<file path="config.mk">
export PLATFORM = sky130hd
export DESIGN_NAME = smema_entry_conveyor_control
export DESIGN_NICKNAME = d
export VERILOG_FILES = /design/src/rtl/core/smema_pkg.sv /design/src/rtl/core/smema_entry_conveyor_control.sv
export SDC_FILE = /design/constraint.sdc
export NUM_CORES = 1
export LEC_CHECK = 0
export BUFFER_PORTS_ARGS = -buffer_cell sky130_fd_sc_hd__buf_2
export CAP_MARGIN = 25
export CORE_MARGIN = 10
export CORE_UTILIZATION = 35
export CTS_BUF_LIST = sky130_fd_sc_hd__clkbuf_16
export DETAILED_ROUTE_END_ITERATION = 6
export PLACE_DENSITY = 0.48
export SYNTH_ARGS = -nofsm -noshare
export SYNTH_HDL_FRONTEND = slang
export SYNTH_SLANG_ARGS = --single-unit
</file>
<file path="constraint.sdc">
create_clock -name clk -period 5.07 [get_ports clk]
set_clock_uncertainty 0.2 [all_clocks]
set_input_delay 0.507 -clock clk [delete_from_list [all_inputs] [get_ports clk]]
set_output_delay 0.507 -clock clk [all_outputs]
set_load 0.03 [all_outputs]
</file>
<file path="src/rtl/core/smema_pkg.sv">
// ----------------------------------------------------------------------------
// smema_pkg
// Shared types, codes and helpers for the SMEMA entry conveyor controller.
// ----------------------------------------------------------------------------
package smema_pkg;

  localparam int TIMER_BITS_DEF = 24;
  localparam int TMO_W          = 24;
  localparam int SPEED_W        = 2;
  localparam int CFG_ADDR_W     = 3;
  localparam int CFG_DATA_W     = 24;

  localparam logic [SPEED_W-1:0]    SPEED_MID         = 2'd1;
  localparam logic [SPEED_W-1:0]    SPEED_HIGH        = 2'd2;
  localparam logic [TMO_W-1:0]      TIMEOUT_RESET     = 24'd10000;

  localparam logic [CFG_ADDR_W-1:0] REG_INBOUND_SPEED    = 3'd0;
  localparam logic [CFG_ADDR_W-1:0] REG_OUTBOUND_SPEED   = 3'd1;
  localparam logic [CFG_ADDR_W-1:0] REG_INBOUND_TIMEOUT  = 3'd2;
  localparam logic [CFG_ADDR_W-1:0] REG_OUTBOUND_TIMEOUT = 3'd3;
  localparam logic [CFG_ADDR_W-1:0] REG_DRY_RUN          = 3'd4;

  typedef enum logic [3:0] {
    ST_STOP       = 4'd0,
    ST_START      = 4'd1,
    ST_WAIT_PREV  = 4'd2,
    ST_SEND_PREV  = 4'd3,
    ST_WAIT_POS   = 4'd4,
    ST_SEND_NEXT  = 4'd5,
    ST_WAIT_NEXT  = 4'd6,
    ST_WAIT_OUT   = 4'd7,
    ST_WAIT_BUSY  = 4'd8
  } step_t;

  typedef enum logic [1:0] {
    ALARM_NONE     = 2'd0,
    ALARM_INBOUND  = 2'd1,
    ALARM_OUTBOUND = 2'd2
  } alarm_t;

  typedef struct packed {
    logic entry_sensor;
    logic seat_sensor;
    logic upstream_ready;
    logic downstream_busy;
    logic start_request;
    logic stop_request;
  } in_word_t;

  typedef struct packed {
    logic               upstream_busy;
    logic               downstream_ready;
    logic               belt_run;
    logic [SPEED_W-1:0] belt_speed;
    logic               board_ready;
    alarm_t             alarm_code;
    step_t              step_now;
    logic               handoff_pulse;
    logic               free_timer_pulse;
  } out_word_t;

  // A speed code of three saturates to high speed.
  function automatic logic [SPEED_W-1:0] clamp_speed(input logic [SPEED_W-1:0] spd);
    clamp_speed = (spd > SPEED_HIGH) ? SPEED_HIGH : spd;
  endfunction

endpackage

</file>
<file path="src/rtl/core/smema_entry_conveyor_control.sv">
// ----------------------------------------------------------------------------
// smema_entry_conveyor_control
// Each accepted input word yields a registered result word.
// Throughput: one word per cycle unless stalled; the result register frees as taken.
// Reset: synchronous, active low; the step machine returns to STOP, the timer
// clears, the belt stops at mid speed and the registers take their defaults.
// ----------------------------------------------------------------------------
module smema_entry_conveyor_control
  import smema_pkg::*;
#(
  parameter int TIMER_BITS = TIMER_BITS_DEF
) (
  input  logic                  clk,
  input  logic                  rst_n,
  input  logic                  cfg_we,
  input  logic [CFG_ADDR_W-1:0] cfg_addr,
  input  logic [CFG_DATA_W-1:0] cfg_wdata,
  input  logic                  in_valid,
  output logic                  in_stall,
  input  in_word_t              in_data,
  output logic                  out_valid,
  input  logic                  out_stall,
  output out_word_t             out_data
);

  localparam int CMP_W = (TIMER_BITS > TMO_W) ? TIMER_BITS : TMO_W;

  logic [SPEED_W-1:0]    in_speed_r;
  logic [SPEED_W-1:0]    out_speed_r;
  logic [TMO_W-1:0]      in_tmo_r;
  logic [TMO_W-1:0]      out_tmo_r;
  logic                  dry_run_r;

  step_t                 step_r, step_nxt;
  logic [TIMER_BITS-1:0] elapsed_r, elapsed_nxt;
  logic                  up_busy_r, up_busy_nxt;
  logic                  dn_ready_r, dn_ready_nxt;
  logic                  belt_run_r, belt_run_nxt;
  logic [SPEED_W-1:0]    belt_speed_r, belt_speed_nxt;
  logic                  board_ready_r, board_ready_nxt;
  alarm_t                alarm;
  logic                  handoff;
  logic                  free_pulse;

  logic                  out_valid_r;
  out_word_t             out_data_r;

  logic                  accept;
  logic                  stop_now;
  logic [TIMER_BITS-1:0] timer_inc;
  logic [TMO_W-1:0]      limit;
  logic                  timed_out;

  assign in_stall  = out_valid_r & out_stall;
  assign accept    = in_valid & ~in_stall;
  assign out_valid = out_valid_r;
  assign out_data  = out_data_r;

  // Configuration registers.
  always_ff @(posedge clk) begin
    if (!rst_n) begin
      in_speed_r  <= SPEED_MID;
      out_speed_r <= SPEED_MID;
      in_tmo_r    <= TIMEOUT_RESET;
      out_tmo_r   <= TIMEOUT_RESET;
      dry_run_r   <= 1'b0;
    end else if (cfg_we) begin
      case (cfg_addr)
        REG_INBOUND_SPEED:    in_speed_r  <= cfg_wdata[SPEED_W-1:0];
        REG_OUTBOUND_SPEED:   out_speed_r <= cfg_wdata[SPEED_W-1:0];
        REG_INBOUND_TIMEOUT:  in_tmo_r    <= cfg_wdata[TMO_W-1:0];
        REG_OUTBOUND_TIMEOUT: out_tmo_r   <= cfg_wdata[TMO_W-1:0];
        REG_DRY_RUN:          dry_run_r   <= cfg_wdata[0];
        default: ;
      endcase
    end
  end

  // Stops are honored everywhere except while a board is in motion.
  assign stop_now = in_data.stop_request &
                    (step_r != ST_WAIT_POS) & (step_r != ST_WAIT_OUT) &
                    (step_r != ST_WAIT_BUSY);

  assign timer_inc = (&elapsed_r) ? elapsed_r : elapsed_r + TIMER_BITS'(1);
  assign limit     = (step_r == ST_WAIT_POS) ? in_tmo_r : out_tmo_r;
  assign timed_out = CMP_W'(timer_inc) > CMP_W'(limit);

  always_comb begin
    step_nxt = step_r;
    if (stop_now) begin
      step_nxt = ST_STOP;
    end else begin
      case (step_r)
        ST_START: begin
          if (in_data.entry_sensor || in_data.seat_sensor) begin
            step_nxt = ST_WAIT_POS;
          end else if (!dry_run_r) begin
            step_nxt = ST_WAIT_PREV;
          end
        end
        ST_WAIT_PREV: step_nxt = in_data.upstream_ready ? ST_SEND_PREV : ST_START;
        ST_SEND_PREV: step_nxt = ST_WAIT_POS;
        ST_WAIT_POS: begin
          if (in_data.seat_sensor) begin
            step_nxt = ST_SEND_NEXT;
          end else if (timed_out) begin
            step_nxt = ST_STOP;
          end
        end
        ST_SEND_NEXT: step_nxt = ST_WAIT_NEXT;
        ST_WAIT_NEXT: begin
          if (!in_data.downstream_busy) begin
            step_nxt = ST_WAIT_OUT;
          end
        end
        ST_WAIT_OUT: begin
          if (!in_data.seat_sensor) begin
            step_nxt = ST_WAIT_BUSY;
          end else if (timed_out) begin
            step_nxt = ST_STOP;
          end
        end
        ST_WAIT_BUSY: begin
          if (in_data.downstream_busy) begin
            step_nxt = ST_START;
          end else if (timed_out) begin
            step_nxt = ST_STOP;
          end
        end
        default: step_nxt = in_data.start_request ? ST_START : ST_STOP;
      endcase
    end
  end

  always_comb begin
    elapsed_nxt     = elapsed_r;
    up_busy_nxt     = up_busy_r;
    dn_ready_nxt    = dn_ready_r;
    belt_run_nxt    = belt_run_r;
    belt_speed_nxt  = belt_speed_r;
    board_ready_nxt = board_ready_r;
    alarm           = ALARM_NONE;
    handoff         = 1'b0;
    free_pulse      = 1'b0;
    if (stop_now) begin
      up_busy_nxt     = 1'b0;
      dn_ready_nxt    = 1'b0;
      board_ready_nxt = 1'b0;
      belt_run_nxt    = 1'b0;
      belt_speed_nxt  = clamp_speed(out_speed_r);
    end else begin
      case (step_r)
        ST_START: begin
          if (in_data.entry_sensor) begin
            up_busy_nxt    = 1'b1;
            belt_run_nxt   = 1'b1;
            belt_speed_nxt = clamp_speed(in_speed_r);
            elapsed_nxt    = '0;
          end else if (in_data.seat_sensor) begin
            up_busy_nxt = 1'b1;
            elapsed_nxt = '0;
          end else if (dry_run_r) begin
            up_busy_nxt = 1'b1;
          end else begin
            board_ready_nxt = 1'b0;
            up_busy_nxt     = 1'b0;
            dn_ready_nxt    = 1'b0;
          end
        end
        ST_SEND_PREV: begin
          up_busy_nxt    = 1'b0;
          belt_run_nxt   = 1'b1;
          belt_speed_nxt = clamp_speed(in_speed_r);
          elapsed_nxt    = '0;
        end
        ST_WAIT_POS: begin
          if (in_data.seat_sensor) begin
            board_ready_nxt = 1'b1;
            up_busy_nxt     = 1'b1;
            dn_ready_nxt    = 1'b1;
            belt_run_nxt    = 1'b0;
            belt_speed_nxt  = clamp_speed(in_speed_r);
          end else begin
            elapsed_nxt = timer_inc;
            if (timed_out) begin
              belt_run_nxt   = 1'b0;
              belt_speed_nxt = clamp_speed(in_speed_r);
              alarm          = ALARM_INBOUND;
            end
          end
        end
        ST_SEND_NEXT: dn_ready_nxt = 1'b1;
        ST_WAIT_NEXT: begin
          if (!in_data.downstream_busy) begin
            belt_run_nxt   = 1'b1;
            belt_speed_nxt = clamp_speed(out_speed_r);
            handoff        = 1'b1;
            elapsed_nxt    = '0;
          end
        end
        ST_WAIT_OUT: begin
          if (!in_data.seat_sensor) begin
            free_pulse = 1'b1;
          end else begin
            elapsed_nxt = timer_inc;
            if (timed_out) begin
              belt_run_nxt   = 1'b0;
              belt_speed_nxt = clamp_speed(in_speed_r);
              alarm          = ALARM_OUTBOUND;
            end
          end
        end
        ST_WAIT_BUSY: begin
          if (in_data.downstream_busy) begin
            belt_run_nxt   = 1'b0;
            belt_speed_nxt = clamp_speed(out_speed_r);
          end else begin
            elapsed_nxt = timer_inc;
            if (timed_out) begin
              belt_run_nxt   = 1'b0;
              belt_speed_nxt = clamp_speed(in_speed_r);
              alarm          = ALARM_OUTBOUND;
            end
          end
        end
        default: ;
      endcase
    end
  end

  always_ff @(posedge clk) begin
    if (!rst_n) begin
      step_r        <= ST_STOP;
      elapsed_r     <= '0;
      up_busy_r     <= 1'b0;
      dn_ready_r    <= 1'b0;
      belt_run_r    <= 1'b0;
      belt_speed_r  <= SPEED_MID;
      board_ready_r <= 1'b0;
    end else if (accept) begin
      step_r        <= step_nxt;
      elapsed_r     <= elapsed_nxt;
      up_busy_r     <= up_busy_nxt;
      dn_ready_r    <= dn_ready_nxt;
      belt_run_r    <= belt_run_nxt;
      belt_speed_r  <= belt_speed_nxt;
      board_ready_r <= board_ready_nxt;
    end
  end

  always_ff @(posedge clk) begin
    if (!rst_n) begin
      out_valid_r <= 1'b0;
    end else if (accept) begin
      out_valid_r <= 1'b1;
    end else if (!out_stall) begin
      out_valid_r <= 1'b0;
    end
  end

  always_ff @(posedge clk) begin
    if (accept) begin
      out_data_r.upstream_busy    <= up_busy_nxt;
      out_data_r.downstream_ready <= dn_ready_nxt;
      out_data_r.belt_run         <= belt_run_nxt;
      out_data_r.belt_speed       <= belt_speed_nxt;
      out_data_r.board_ready      <= board_ready_nxt;
      out_data_r.alarm_code       <= alarm;
      out_data_r.step_now         <= step_nxt;
      out_data_r.handoff_pulse    <= handoff;
      out_data_r.free_timer_pulse <= free_pulse;
    end
  end

endmodule
</file>
==> metrics.cfg <==
[setup_path]
cpPeakStageDelay_ns = 0.74
cp.required_ns = 5.06
critPathKind = reg -> reg
rr_worst_depth = 13
startpoint_type = flop
path_delay_family = simple AND/OR/NAND/NOR gates
path_buf_inv = 1
slowest_stage = or4b_1
r2r_slack_ns = 0.85
crit_path_end_kind = flop
crit_fanout = 10
worstReg2RegStart = elapsed_r[16]$_SDFFE_PN0P_
rr_endpoint = out_data[4]$_DFFE_PP_
cp_cell_sequence = and4_1, nand3_1, or4b_1, mux2_4, ha_1, nor2b_1, o211ai_1, a21oi_1, o311a_1, o31ai_2, buf_4, o211ai_1, a21boi_0
arrival_ns = 4.21
crit_top_cell = o211ai_1

[global_routing]
grt_use_total_pct = 14.2
grt_pass1_wl_um = 25400
grt_pass1_vias = 4804
grt_max_degree = 56
grt_overflow = 0
antenna_found_initial = 0

[clock_tree]
root_buffer = clkbuf_16
cts_buffer_depth = 2
cts_tree = done
htreeDepth = 3
clkSlewWorstSetupHoldPaths_ns = 0.08
postCtsSetupRepairBufs = 0
cts_resized = 0
cts_made_buffers = 9
clock_sinks = 102
holdBufCountCts = 0
worstSkewPairLatency_ns = 0.36

[cells_and_area]
final_area_um2 = 6410
multiInputGateArea_um2 = 3290
area_growth_pct = 12.1
drive_gt1_share_pct = 13.6
stdcell_count = 950
n_antenna_cell = 0
nNetsFinal = 792
n_fill_cell = 1640
regArea_um2 = 2180

[placement]
numPortBuffers = 53
dp_hpwl_um = 11200
dp.cells = 933
place_area_um2 = 6110
gp_congestion = 0.817

[run_status]
outcome = finished clean

[sta]
whs_ns = 0.171
max_clock_freq_mhz = 237
tightest_slew_ns = 1.01
fin_setup_tns_ns = 0
setup_viol = 0
relSlewSlack_pct = 32.4
hold_viol = 0
fin_crit_ns = 4.22
fin_crit_sh_pct = 83.1
rsz0062_at_grt = false
drv_slew = 0

[floorplan]
rows = 46
fp.coreArea_um2 = 15900
start_util_pct = 35.9
ioPinCount = 54
fp.dieH_um = 148
die_area_um2 = 21900
die_w_um = 148

[logic_synthesis]
synth.avg_cell_area_um2 = 8.16
yosysTopAreaCell = dfxtp_1
synth_edf_count = 14
synth_area_leaders = dfxtp_1 (31%), nand2_1 (9.3%), a21oi_1 (7.4%)
yosysMostFrequentCell = nand2_1
synth_area_um2 = 5720
synth_cells = 701
ys.flop_type = dfxtp_1
ys_types = 70
yosys-top-cells-count = nand2_1 (141), dfxtp_1 (88), a21oi_1 (85)
synth_fp_nets = 764
async_flop_share_pct = 0
ys_warn_count = 0
ys_ff_latch = 102
seq_area_frac_synth_pct = 38.2
synth_top_area_share_pct = 30.8

[pwr]
vdd_drop_max_mv = 0.157
power_density_nw_per_um2 = 261
power_mw = 1.67
p_leak_nw = 2.38

[route]
highest_layer = met4
via_per_inst = 5.29
ant_nets = 0
dr_wl_met3_um = 700
drt_iter0_drc = 322
drc = 0
wl_met2_um = 6770
wl_per_cell_um = 16.5
met1_length_um = 8010
detail_route.wirelength_um = 15700
first_pass_iters = 5
via_count = 5025

[worst_hold_path]
hold_path.class = in -> reg
holdPathEnd = out_tmo_r[13]$_SDFFE_PN1P_
hold_path_startpoint = cfg_wdata[13]
hold_depth = 3

[run]
maxCapViolCount = 0

registers in the layout (all words and copies together), names as in the netlist, 2 cells and up:
register and count:
in_tmo_r 24, out_data 14, in_speed_r 2, elapsed_r 24, belt_speed_r 2, step_r 4, out_tmo_r 24, out_speed_r 2
final cells by class:
type | count | share of cell area, %
Clock buffer | 9 | 3.51
Clock inverter | 7 | 0.976
Inverter | 12 | 0.703
Multi-Input combinational cell | 542 | 51.3
Sequential cell | 102 | 34.0
Tap cell | 216 | 4.22
Timing Repair Buffer | 62 | 5.25
cell usage in the layout, fill, tap and decap left out, drive strengths merged, types with 12 or more instances in the layout:
cell type	count
nand2	142
ha	25
nand4	14
edfxtp	14
a32o	12
nor3	14
a21oi	85
xnor2	19
buf	62
nor2	46
nand3	25
inv	17
dfxtp	88
o21ai	26
mux2i	26
per-layer routing:
metal / GRT usage, % / up-vias
li1: - / 2547
met1: 19.9 / 2353
met2: 21.4 / 113
met3: 2.87 / 12
met4: 4.46 / 0
met5: 0 / -
worst min-delay path, cell delays in order:
cell and delay, ns:
buf_2 0.09, nand2_1 0.04, nand3_1 0.06
cell families (layout without fill, tap and decap cells):
logic type               after synthesis  in the layout  share of synthesized area, %
XOR/XNOR                              24             24                          3.68
AND/OR/NAND/NOR                      294            294                          24.1
multiplexers                          28             28                          5.01
buffers and inverters                 57             90                          4.48
adder cells (fa/ha/maj)               25             25                          5.47
flip-flops                           102            102                          38.2
AO/OA/AOI/OAI                        171            171                          19.1
where the power goes:
group	switching, mW	internal [mW]	total [mW]
clock	0.347	0.345	0.692
combinational	0.0904	0.0442	0.135
sequential	0.00847	0.836	0.845
metrics by stage:
step                      utilization (%)  worst slack (ns)
after detailed placement             38.3             0.924
after global placement               38.3              1.03
after global routing                 40.2             0.601
after floorplan                         -              1.23
final                                40.2             0.855
after CTS                            40.1             0.882
worst max path at each step:
stage,start,cells after the start,slack [ns],endpoint
floorplan,elapsed_r[16]$_SDFFE_PN0P_,14,1.23,out_data[4]$_DFFE_PP_
global placement,elapsed_r[16]$_SDFFE_PN0P_,13,1.03,out_data[4]$_DFFE_PP_
detailed placement,elapsed_r[16]$_SDFFE_PN0P_,13,0.92,out_data[4]$_DFFE_PP_
CTS,elapsed_r[16]$_SDFFE_PN0P_,13,0.88,out_data[4]$_DFFE_PP_
global route,elapsed_r[16]$_SDFFE_PN0P_,13,0.60,out_data[4]$_DFFE_PP_
finish,elapsed_r[16]$_SDFFE_PN0P_,13,0.85,out_data[4]$_DFFE_PP_
No activity file was read; power rests on OpenSTA's default activity.
